===== src/hw/rtl/wsd_pkg.sv =====
// Shared types and constants for the WebSocket frame deframer.
package wsd_pkg;

    typedef enum logic [2:0] {
        PH_HDR0 = 3'd0,
        PH_HDR1 = 3'd1,
        PH_EXT  = 3'd2,
        PH_KEY  = 3'd3,
        PH_DATA = 3'd4
    } phase_t;

    typedef enum logic [1:0] {
        KIND_DATA  = 2'd0,
        KIND_EMPTY = 2'd1,
        KIND_VIOL  = 2'd2
    } kind_t;

    localparam logic [3:0] OP_CLOSE   = 4'h8;
    localparam logic [6:0] LEN_EXT16  = 7'd126;
    localparam logic [6:0] LEN_EXT64  = 7'd127;
    localparam logic [3:0] EXT16_BYTES = 4'd2;
    localparam logic [3:0] EXT64_BYTES = 4'd8;
    localparam logic [3:0] KEY_BYTES   = 4'd4;

    typedef struct packed {
        kind_t      kind;
        logic [7:0] data_byte;
        logic [3:0] frame_opcode;
        logic       last_of_frame;
        logic       now_closed;
    } result_t;

endpackage


===== src/hw/rtl/websocket_frame_deframer_unit.sv =====
// WebSocket client-to-server frame deframer: top level.
// Takes one received byte per cycle on the input channel and gives at most one result
// per byte, in the cycle after the byte, through a single result register. A new byte
// is accepted every cycle unless the output side stalls a word held in that register.
// Header, length and key bytes are absorbed by the parser, but the last one of an
// empty or unmasked frame gives its result. Each payload byte comes out unmasked with
// its opcode and an end-of-frame mark. An unmasked frame or a close frame's end
// closes the block, after which all input is taken and dropped until reset.
module websocket_frame_deframer_unit
(
    input  logic       clk,
    input  logic       rst_n,
    input  logic       in_valid,
    output logic       in_stall,
    input  logic [7:0] in_byte,
    output logic       out_valid,
    input  logic       out_stall,
    output logic [1:0] kind,
    output logic [7:0] data_byte,
    output logic [3:0] frame_opcode,
    output logic       last_of_frame,
    output logic       now_closed
);
    import wsd_pkg::*;

    logic    accept;
    logic    res_valid;
    logic    full;
    result_t res;
    result_t out_res;

    assign in_stall = full;
    assign accept   = in_valid && !full;

    wsd_parser u_parser
    (
        .clk       (clk),
        .rst_n     (rst_n),
        .accept    (accept),
        .in_byte   (in_byte),
        .res_valid (res_valid),
        .res       (res)
    );

    wsd_out_reg u_out_reg
    (
        .clk       (clk),
        .rst_n     (rst_n),
        .load      (res_valid),
        .res       (res),
        .out_stall (out_stall),
        .full      (full),
        .out_valid (out_valid),
        .out_res   (out_res)
    );

    assign kind          = out_res.kind;
    assign data_byte     = out_res.data_byte;
    assign frame_opcode  = out_res.frame_opcode;
    assign last_of_frame = out_res.last_of_frame;
    assign now_closed    = out_res.now_closed;

endmodule


===== src/hw/rtl/wsd_parser.sv =====
// Frame header parser, mask-key capture and payload unmasking state.
module wsd_parser
(
    input  logic            clk,
    input  logic            rst_n,
    input  logic            accept,
    input  logic [7:0]      in_byte,
    output logic            res_valid,
    output wsd_pkg::result_t res
);
    import wsd_pkg::*;

    phase_t      phase_reg, phase_next;
    logic [3:0]  held_opcode_reg, held_opcode_next;
    logic        mask_present_reg, mask_present_next;
    logic [63:0] bytes_remaining_reg, bytes_remaining_next;
    logic [3:0]  ext_len_left_reg, ext_len_left_next;
    logic [31:0] mask_key_reg, mask_key_next;
    logic [1:0]  key_index_reg, key_index_next;
    logic        conn_closed_reg, conn_closed_next;

    logic [3:0]  ext_dec;
    logic [63:0] bytes_dec;
    logic        len_done;
    logic        done_masked;
    logic [7:0]  key_byte;
    logic        is_close;

    assign ext_dec   = (ext_len_left_reg != 4'd0) ? ext_len_left_reg - 4'd1 : 4'd0;
    assign bytes_dec = bytes_remaining_reg - 64'd1;
    assign is_close  = (held_opcode_reg == OP_CLOSE);

    always_comb
    begin
        unique case (key_index_reg)
            2'd0:    key_byte = mask_key_reg[31:24];
            2'd1:    key_byte = mask_key_reg[23:16];
            2'd2:    key_byte = mask_key_reg[15:8];
            default: key_byte = mask_key_reg[7:0];
        endcase
    end

    always_comb
    begin
        phase_next           = phase_reg;
        held_opcode_next     = held_opcode_reg;
        mask_present_next    = mask_present_reg;
        bytes_remaining_next = bytes_remaining_reg;
        ext_len_left_next    = ext_len_left_reg;
        mask_key_next        = mask_key_reg;
        key_index_next       = key_index_reg;
        conn_closed_next     = conn_closed_reg;
        len_done             = 1'b0;
        done_masked          = mask_present_reg;
        res_valid            = 1'b0;
        res.kind             = KIND_DATA;
        res.data_byte        = 8'd0;
        res.frame_opcode     = held_opcode_reg;
        res.last_of_frame    = 1'b0;
        res.now_closed       = 1'b0;

        if (accept && !conn_closed_reg)
        begin
            unique case (phase_reg)
                PH_HDR1:
                begin
                    mask_present_next    = in_byte[7];
                    done_masked          = in_byte[7];
                    bytes_remaining_next = 64'd0;
                    if (in_byte[6:0] == LEN_EXT16)
                    begin
                        ext_len_left_next = EXT16_BYTES;
                        phase_next        = PH_EXT;
                    end
                    else if (in_byte[6:0] == LEN_EXT64)
                    begin
                        ext_len_left_next = EXT64_BYTES;
                        phase_next        = PH_EXT;
                    end
                    else
                    begin
                        bytes_remaining_next = {57'd0, in_byte[6:0]};
                        len_done             = 1'b1;
                    end
                end
                PH_EXT:
                begin
                    bytes_remaining_next = {bytes_remaining_reg[55:0], in_byte};
                    ext_len_left_next    = ext_dec;
                    len_done             = (ext_dec == 4'd0);
                end
                PH_KEY:
                begin
                    mask_key_next     = {mask_key_reg[23:0], in_byte};
                    ext_len_left_next = ext_dec;
                    if (ext_dec == 4'd0)
                    begin
                        key_index_next = 2'd0;
                        if (bytes_remaining_reg == 64'd0)
                        begin
                            // empty payload: one result ends the frame
                            phase_next        = PH_HDR0;
                            conn_closed_next  = is_close;
                            res_valid         = 1'b1;
                            res.kind          = KIND_EMPTY;
                            res.last_of_frame = 1'b1;
                            res.now_closed    = is_close;
                        end
                        else
                        begin
                            phase_next = PH_DATA;
                        end
                    end
                end
                PH_DATA:
                begin
                    key_index_next       = key_index_reg + 2'd1;
                    bytes_remaining_next = bytes_dec;
                    res_valid            = 1'b1;
                    res.data_byte        = in_byte ^ key_byte;
                    if (bytes_dec == 64'd0)
                    begin
                        phase_next        = PH_HDR0;
                        conn_closed_next  = is_close;
                        res.last_of_frame = 1'b1;
                        res.now_closed    = is_close;
                    end
                end
                default:
                begin
                    held_opcode_next = in_byte[3:0];
                    phase_next       = PH_HDR1;
                end
            endcase

            // length complete: unmasked frame is a violation, else collect the key
            if (len_done)
            begin
                if (!done_masked)
                begin
                    conn_closed_next  = 1'b1;
                    phase_next        = PH_HDR0;
                    res_valid         = 1'b1;
                    res.kind          = KIND_VIOL;
                    res.last_of_frame = 1'b1;
                    res.now_closed    = 1'b1;
                end
                else
                begin
                    phase_next        = PH_KEY;
                    ext_len_left_next = KEY_BYTES;
                    mask_key_next     = 32'd0;
                end
            end
        end
    end

    always_ff @(posedge clk or negedge rst_n)
    begin
        if (!rst_n)
        begin
            phase_reg           <= PH_HDR0;
            held_opcode_reg     <= 4'd0;
            mask_present_reg    <= 1'b0;
            bytes_remaining_reg <= 64'd0;
            ext_len_left_reg    <= 4'd0;
            mask_key_reg        <= 32'd0;
            key_index_reg       <= 2'd0;
            conn_closed_reg     <= 1'b0;
        end
        else
        begin
            phase_reg           <= phase_next;
            held_opcode_reg     <= held_opcode_next;
            mask_present_reg    <= mask_present_next;
            bytes_remaining_reg <= bytes_remaining_next;
            ext_len_left_reg    <= ext_len_left_next;
            mask_key_reg        <= mask_key_next;
            key_index_reg       <= key_index_next;
            conn_closed_reg     <= conn_closed_next;
        end
    end

    closed_sticky: assert property (@(posedge clk) disable iff (!rst_n)
        conn_closed_reg |=> conn_closed_reg)
        else $error("closed connection reopened");

    closing_result_closes: assert property (@(posedge clk) disable iff (!rst_n)
        res_valid && res.now_closed |=> conn_closed_reg && phase_reg == PH_HDR0)
        else $error("closing result did not close");

    non_data_ends_frame: assert property (@(posedge clk) disable iff (!rst_n)
        res_valid && res.kind != KIND_DATA |-> res.last_of_frame && res.data_byte == 8'd0)
        else $error("empty or violation result malformed");

    no_result_when_closed: assert property (@(posedge clk) disable iff (!rst_n)
        conn_closed_reg |-> !res_valid)
        else $error("result produced while closed");

    key_count_bound: assert property (@(posedge clk) disable iff (!rst_n)
        phase_reg == PH_KEY |-> ext_len_left_reg <= KEY_BYTES && ext_len_left_reg != 4'd0)
        else $error("key byte count out of range");

endmodule


===== src/hw/rtl/wsd_out_reg.sv =====
// Result register between the parser and the output channel.
module wsd_out_reg
(
    input  logic             clk,
    input  logic             rst_n,
    input  logic             load,
    input  wsd_pkg::result_t res,
    input  logic             out_stall,
    output logic             full,
    output logic             out_valid,
    output wsd_pkg::result_t out_res
);
    import wsd_pkg::*;

    logic    valid_reg, valid_next;
    result_t res_reg;

    always_comb
    begin
        valid_next = valid_reg;
        if (load)
            valid_next = 1'b1;
        else if (!out_stall)
            valid_next = 1'b0;
    end

    always_ff @(posedge clk or negedge rst_n)
    begin
        if (!rst_n)
            valid_reg <= 1'b0;
        else
            valid_reg <= valid_next;
    end

    // payload only; hold while stalled
    always_ff @(posedge clk)
    begin
        if (load)
            res_reg <= res;
    end

    assign full      = valid_reg && out_stall;
    assign out_valid = valid_reg;
    assign out_res   = res_reg;

endmodule


===== config.mk =====
export PLATFORM = sky130hd
export DESIGN_NAME = websocket_frame_deframer_unit
export DESIGN_NICKNAME = d
export VERILOG_FILES = /design/src/hw/rtl/wsd_pkg.sv /design/src/hw/rtl/websocket_frame_deframer_unit.sv /design/src/hw/rtl/wsd_parser.sv /design/src/hw/rtl/wsd_out_reg.sv
export SDC_FILE = /design/constraint.sdc
export NUM_CORES = 1
export LEC_CHECK = 0
export ABC_AREA = 1
export ABC_CLOCK_PERIOD_IN_PS = 2910
export BUFFER_PORTS_ARGS = -buffer_cell sky130_fd_sc_hd__buf_4
export CAP_MARGIN = 30
export CELL_PAD_IN_SITES_DETAIL_PLACEMENT = 1
export CELL_PAD_IN_SITES_GLOBAL_PLACEMENT = 1
export CORE_ASPECT_RATIO = 0.8
export CORE_MARGIN = 2
export CORE_UTILIZATION = 45
export DETAILED_ROUTE_END_ITERATION = 16
export MAX_ROUTING_LAYER = met4
export PLACE_DENSITY_LB_ADDON = 0.3
export SLEW_MARGIN = 20
export SYNTH_ARGS = -nofsm -noshare
export SYNTH_HDL_FRONTEND = slang
export SYNTH_SLANG_ARGS = --single-unit

===== constraint.sdc =====
create_clock -name clk -period 2.91 [get_ports clk]
set_input_delay 0.7275 -clock clk [delete_from_list [all_inputs] [get_ports clk]]
set_output_delay 0.7275 -clock clk [all_outputs]
set_load 0.01 [all_outputs]

==> flow_metrics.env <==
export IMPL_power_frac_clock=0.550
export IMPL_largest_reg_flops=64
export IMPL_path_max_fanout=6
export IMPL_grt_overflow=0
export IMPL_worst_path_buf_inv=1
export IMPL_synth_ff_type="dfrtp_1"
export IMPL_postSynthCellCount=1352
export IMPL_cts_root_buf="clkbuf_16"
export IMPL_dp_slack_ns=-0.0932
export IMPL_clkTransAtPathRegs_ns=0.07
export IMPL_dp_hpwl_um=26400
export IMPL_cts_sinks=128
export IMPL_power_density_mw_per_mm2=397
export IMPL_internal_power_mw=3.12
export IMPL_setup_slack_ns=0.0263
export IMPL_dp_cells=1648
export IMPL_path_depth=15
export IMPL_slew_headroom=0.526
export IMPL_post_route_util=0.550
export IMPL_leakagePower_nw=4.48
export IMPL_tightest_slew_ns=0.710
export IMPL_skew_ns=0.0139
export IMPL_hold_class="in -> async"
export IMPL_ys_warn_count=0
export IMPL_drc_errors=0
export IMPL_ctsHoldBuffers=0
export IMPL_io_pins=30
export IMPL_clock_latency_ns=0.44
export IMPL_seq_area_frac_synth=0.372
export IMPL_finalNetCount=1434
export IMPL_ys_types=41
export IMPL_cp_arrival_ns=3.20
export IMPL_dr_pass1_iters=5
export IMPL_syn_nets=1370
export IMPL_finalHoldViolCount=0
export IMPL_placed_area_sq_mm=0.00969
export IMPL_syn2layout_area_growth_pct=18.8
export IMPL_grt_pass1_wl_um=55900
export IMPL_required_ns=3.23
export IMPL_instances_no_fill=1687
export IMPL_start_util=0.463
export IMPL_grtUsageTotal=0.366
export IMPL_totalWireLength_um=36300
export IMPL_whs_ns=0.213
export IMPL_post_route_min_period_ns=2.88
export IMPL_die_w_um=161
export IMPL_critPathTopFamily="simple AND/OR/NAND/NOR gates"
export IMPL_critical_path_max_stage_delay_ns=0.44
export IMPL_diodes=0
export IMPL_grt_antenna_before_repair=0
export IMPL_p_sw_mw=1.05
export IMPL_fin_area_sq_mm=0.0105
export IMPL_vias_per_cell=5.96
export IMPL_maxCapViolCount=0
export IMPL_async_flop_share=0.875
export IMPL_drive_above_1_share=0.130
export IMPL_cp_slowest_cell="dfrtp_1"
export IMPL_cts_htree_levels=4
export IMPL_netlist_area_sq_mm=0.00883
export IMPL_avgSynthCellArea_sq_um=6.53
export IMPL_ys_ff_latch=128
export IMPL_vias=10062
export IMPL_post_route_period_util=0.991
export IMPL_rows=45
export IMPL_wire_per_inst_um=21.5
export IMPL_synth_edf_count=16
export IMPL_clockBufferDepth=2
export IMPL_cp_cell_sequence="nor2_1, nand2_1, nor2_1, nand2_1, o21ai_1, nand2_1, nor2_1, nand2_1, nor2_2, nand3_1, nor2_2, nand3_2, nand2_1, nand2_1, inv_1"
export IMPL_setup_worst_path_start_class="flop"
export IMPL_setup_viol=0
export IMPL_grt_max_degree=69
export IMPL_chipHeight_um=129
export IMPL_slew_viol_final=0
export IMPL_irDropWorstVdd_mv=0.286
export IMPL_pwr_share_seq=0.433
export IMPL_cts_buffers=17
export IMPL_ant_nets=0
export IMPL_p_comb_frac=0.017
export IMPL_status="finished clean"
export IMPL_reg2regPathDepth=15
export IMPL_fillerInstances=2520
export IMPL_tritoncts="done"
export IMPL_design_core_area_sq_mm=0.0191
export IMPL_critPathKind="reg -> reg"
export IMPL_swShare=0.253
export IMPL_max_freq_mhz=347
export IMPL_drt_iter0_markers=1162
export IMPL_crit_top_cell="nand2_1"
export IMPL_grt_pass1_vias=9793
export IMPL_place_gp_congestion=0.968
export IMPL_dieArea_sq_mm=0.0208
export IMPL_end_kind="flop"
export IMPL_port_buffers=29
export IMPL_rsz0062_at_grt="true"
[repair_timing]
| item | CTS | global route |
|---|---|---|
| pin swaps | 2 | 2 |
| endpoints found under the setup margin | 13 | 22 |
| resized for setup | 4 | 36 |
| hold endpoints to repair | 0 | 0 |
| buffers inserted | 5 | 2 |
[power groups by stage]
stage	registers [mW]	logic (mW)	clock network, mW
after floorplan	1.84	0.00776	0
after detailed placement	1.84	0.0722	0
after global placement	1.84	0.0702	0
after CTS	1.81	0.0729	2.29
final	1.81	0.0718	2.29
after global routing	1.80	0.0788	2.37
[cell usage in the layout, fill, tap and decap left out, types with 8 or more instances in the layout]
| cell type | Yosys | routed |
|---|---|---|
| a211oi_1 | 35 | 35 |
| a21oi_1 | 73 | 73 |
| a22oi_1 | 59 | 59 |
| buf_12 | 0 | 9 |
| buf_4 | 0 | 73 |
| clkbuf_16 | 0 | 17 |
| dfrtp_1 | 112 | 112 |
| edfxtp_1 | 16 | 16 |
| inv_1 | 145 | 143 |
| inv_2 | 7 | 8 |
| nand2_1 | 412 | 406 |
| nand2_2 | 6 | 11 |
| nand3_1 | 75 | 73 |
| nor2_1 | 247 | 227 |
| nor2_2 | 11 | 20 |
| nor2_4 | 11 | 22 |
| o21ai_0 | 35 | 35 |
| o21ai_1 | 9 | 9 |
| o22ai_1 | 15 | 15 |
[kinds of logic after synthesis]
family                   count (synthesis)  share of synthesized area
adder cells (fa/ha/maj)                  6                    0.00850
flip-flops                             128                      0.372
buffers and inverters                  191                     0.0824
XOR/XNOR                                 2                    0.00198
AND/OR/NAND/NOR                        786                      0.367
AO/OA/AOI/OAI                          239                      0.169
[routing by layer]
metal  track usage  part of all wire  vias up
li1              -                 -     4530
met1         0.512              0.44     5009
met2         0.531              0.43      472
met3        0.0944              0.11       51
met4        0.0896             0.016        0
met5             -                 0        -
[metrics by stage]
stage	TNS, ns	total power, mW
after floorplan	0	1.85
after CTS	0	4.17
final	0	4.17
after detailed placement	-0.126	1.91
after global routing	-0.130	4.25
after global placement	0	1.91
[worst paths after layout]
path	start	end	slack (ns)
max	u_parser.bytes_remaining_reg[17]	u_out_reg.out_res[0]	0.03
min	rst_n	u_parser.conn_closed_reg	0.21
max reg2reg	u_parser.bytes_remaining_reg[17]	u_out_reg.out_res[0]	0.03
min reg2reg	u_parser.conn_closed_reg	u_parser.conn_closed_reg	0.46
max in group asynchronous	rst_n	u_parser.bytes_remaining_reg[31]	1.92
min in group clk	u_parser.conn_closed_reg	u_parser.conn_closed_reg	0.46
[final cells by class]
type,count,area (sq um),area share
Clock inverter,14,170,0.0162
Tap cell,258,323,0.0308
Inverter,154,581,0.0553
Sequential cell,128,3280,0.313
Multi-Input combinational cell,1033,4980,0.475
Clock buffer,18,429,0.0409
Timing Repair Buffer,82,728,0.0694
[synthesized netlist by cell type, types with 2 or more instances]
cell / count / area, sq um
a211oi_1: 35 / 263
a21oi_1: 73 / 365
a22oi_1: 59 / 443
a31oi_1: 3 / 18.8
a41oi_1: 2 / 17.5
and2_1: 5 / 31.3
buf_1: 6 / 22.5
buf_2: 3 / 15.0
clkbuf_1: 27 / 101
clkinv_1: 2 / 7.51
dfrtp_1: 112 / 2800
edfxtp_1: 16 / 480
ha_1: 6 / 75.1
inv_1: 145 / 544
inv_2: 7 / 26.3
nand2_1: 412 / 1550
nand2_2: 6 / 37.5
nand3_1: 75 / 375
nand3b_1: 5 / 37.5
nand4_1: 3 / 18.8
nor2_1: 247 / 927
nor2_2: 11 / 68.8
nor2_4: 11 / 124
nor3_1: 3 / 15.0
nor4_1: 2 / 12.5
o21ai_0: 35 / 175
o21ai_1: 9 / 45.0
o22ai_1: 15 / 93.8
or2_2: 4 / 25.0
xor2_1: 2 / 17.5
Note: power is estimated with default switching activity, not from simulation.
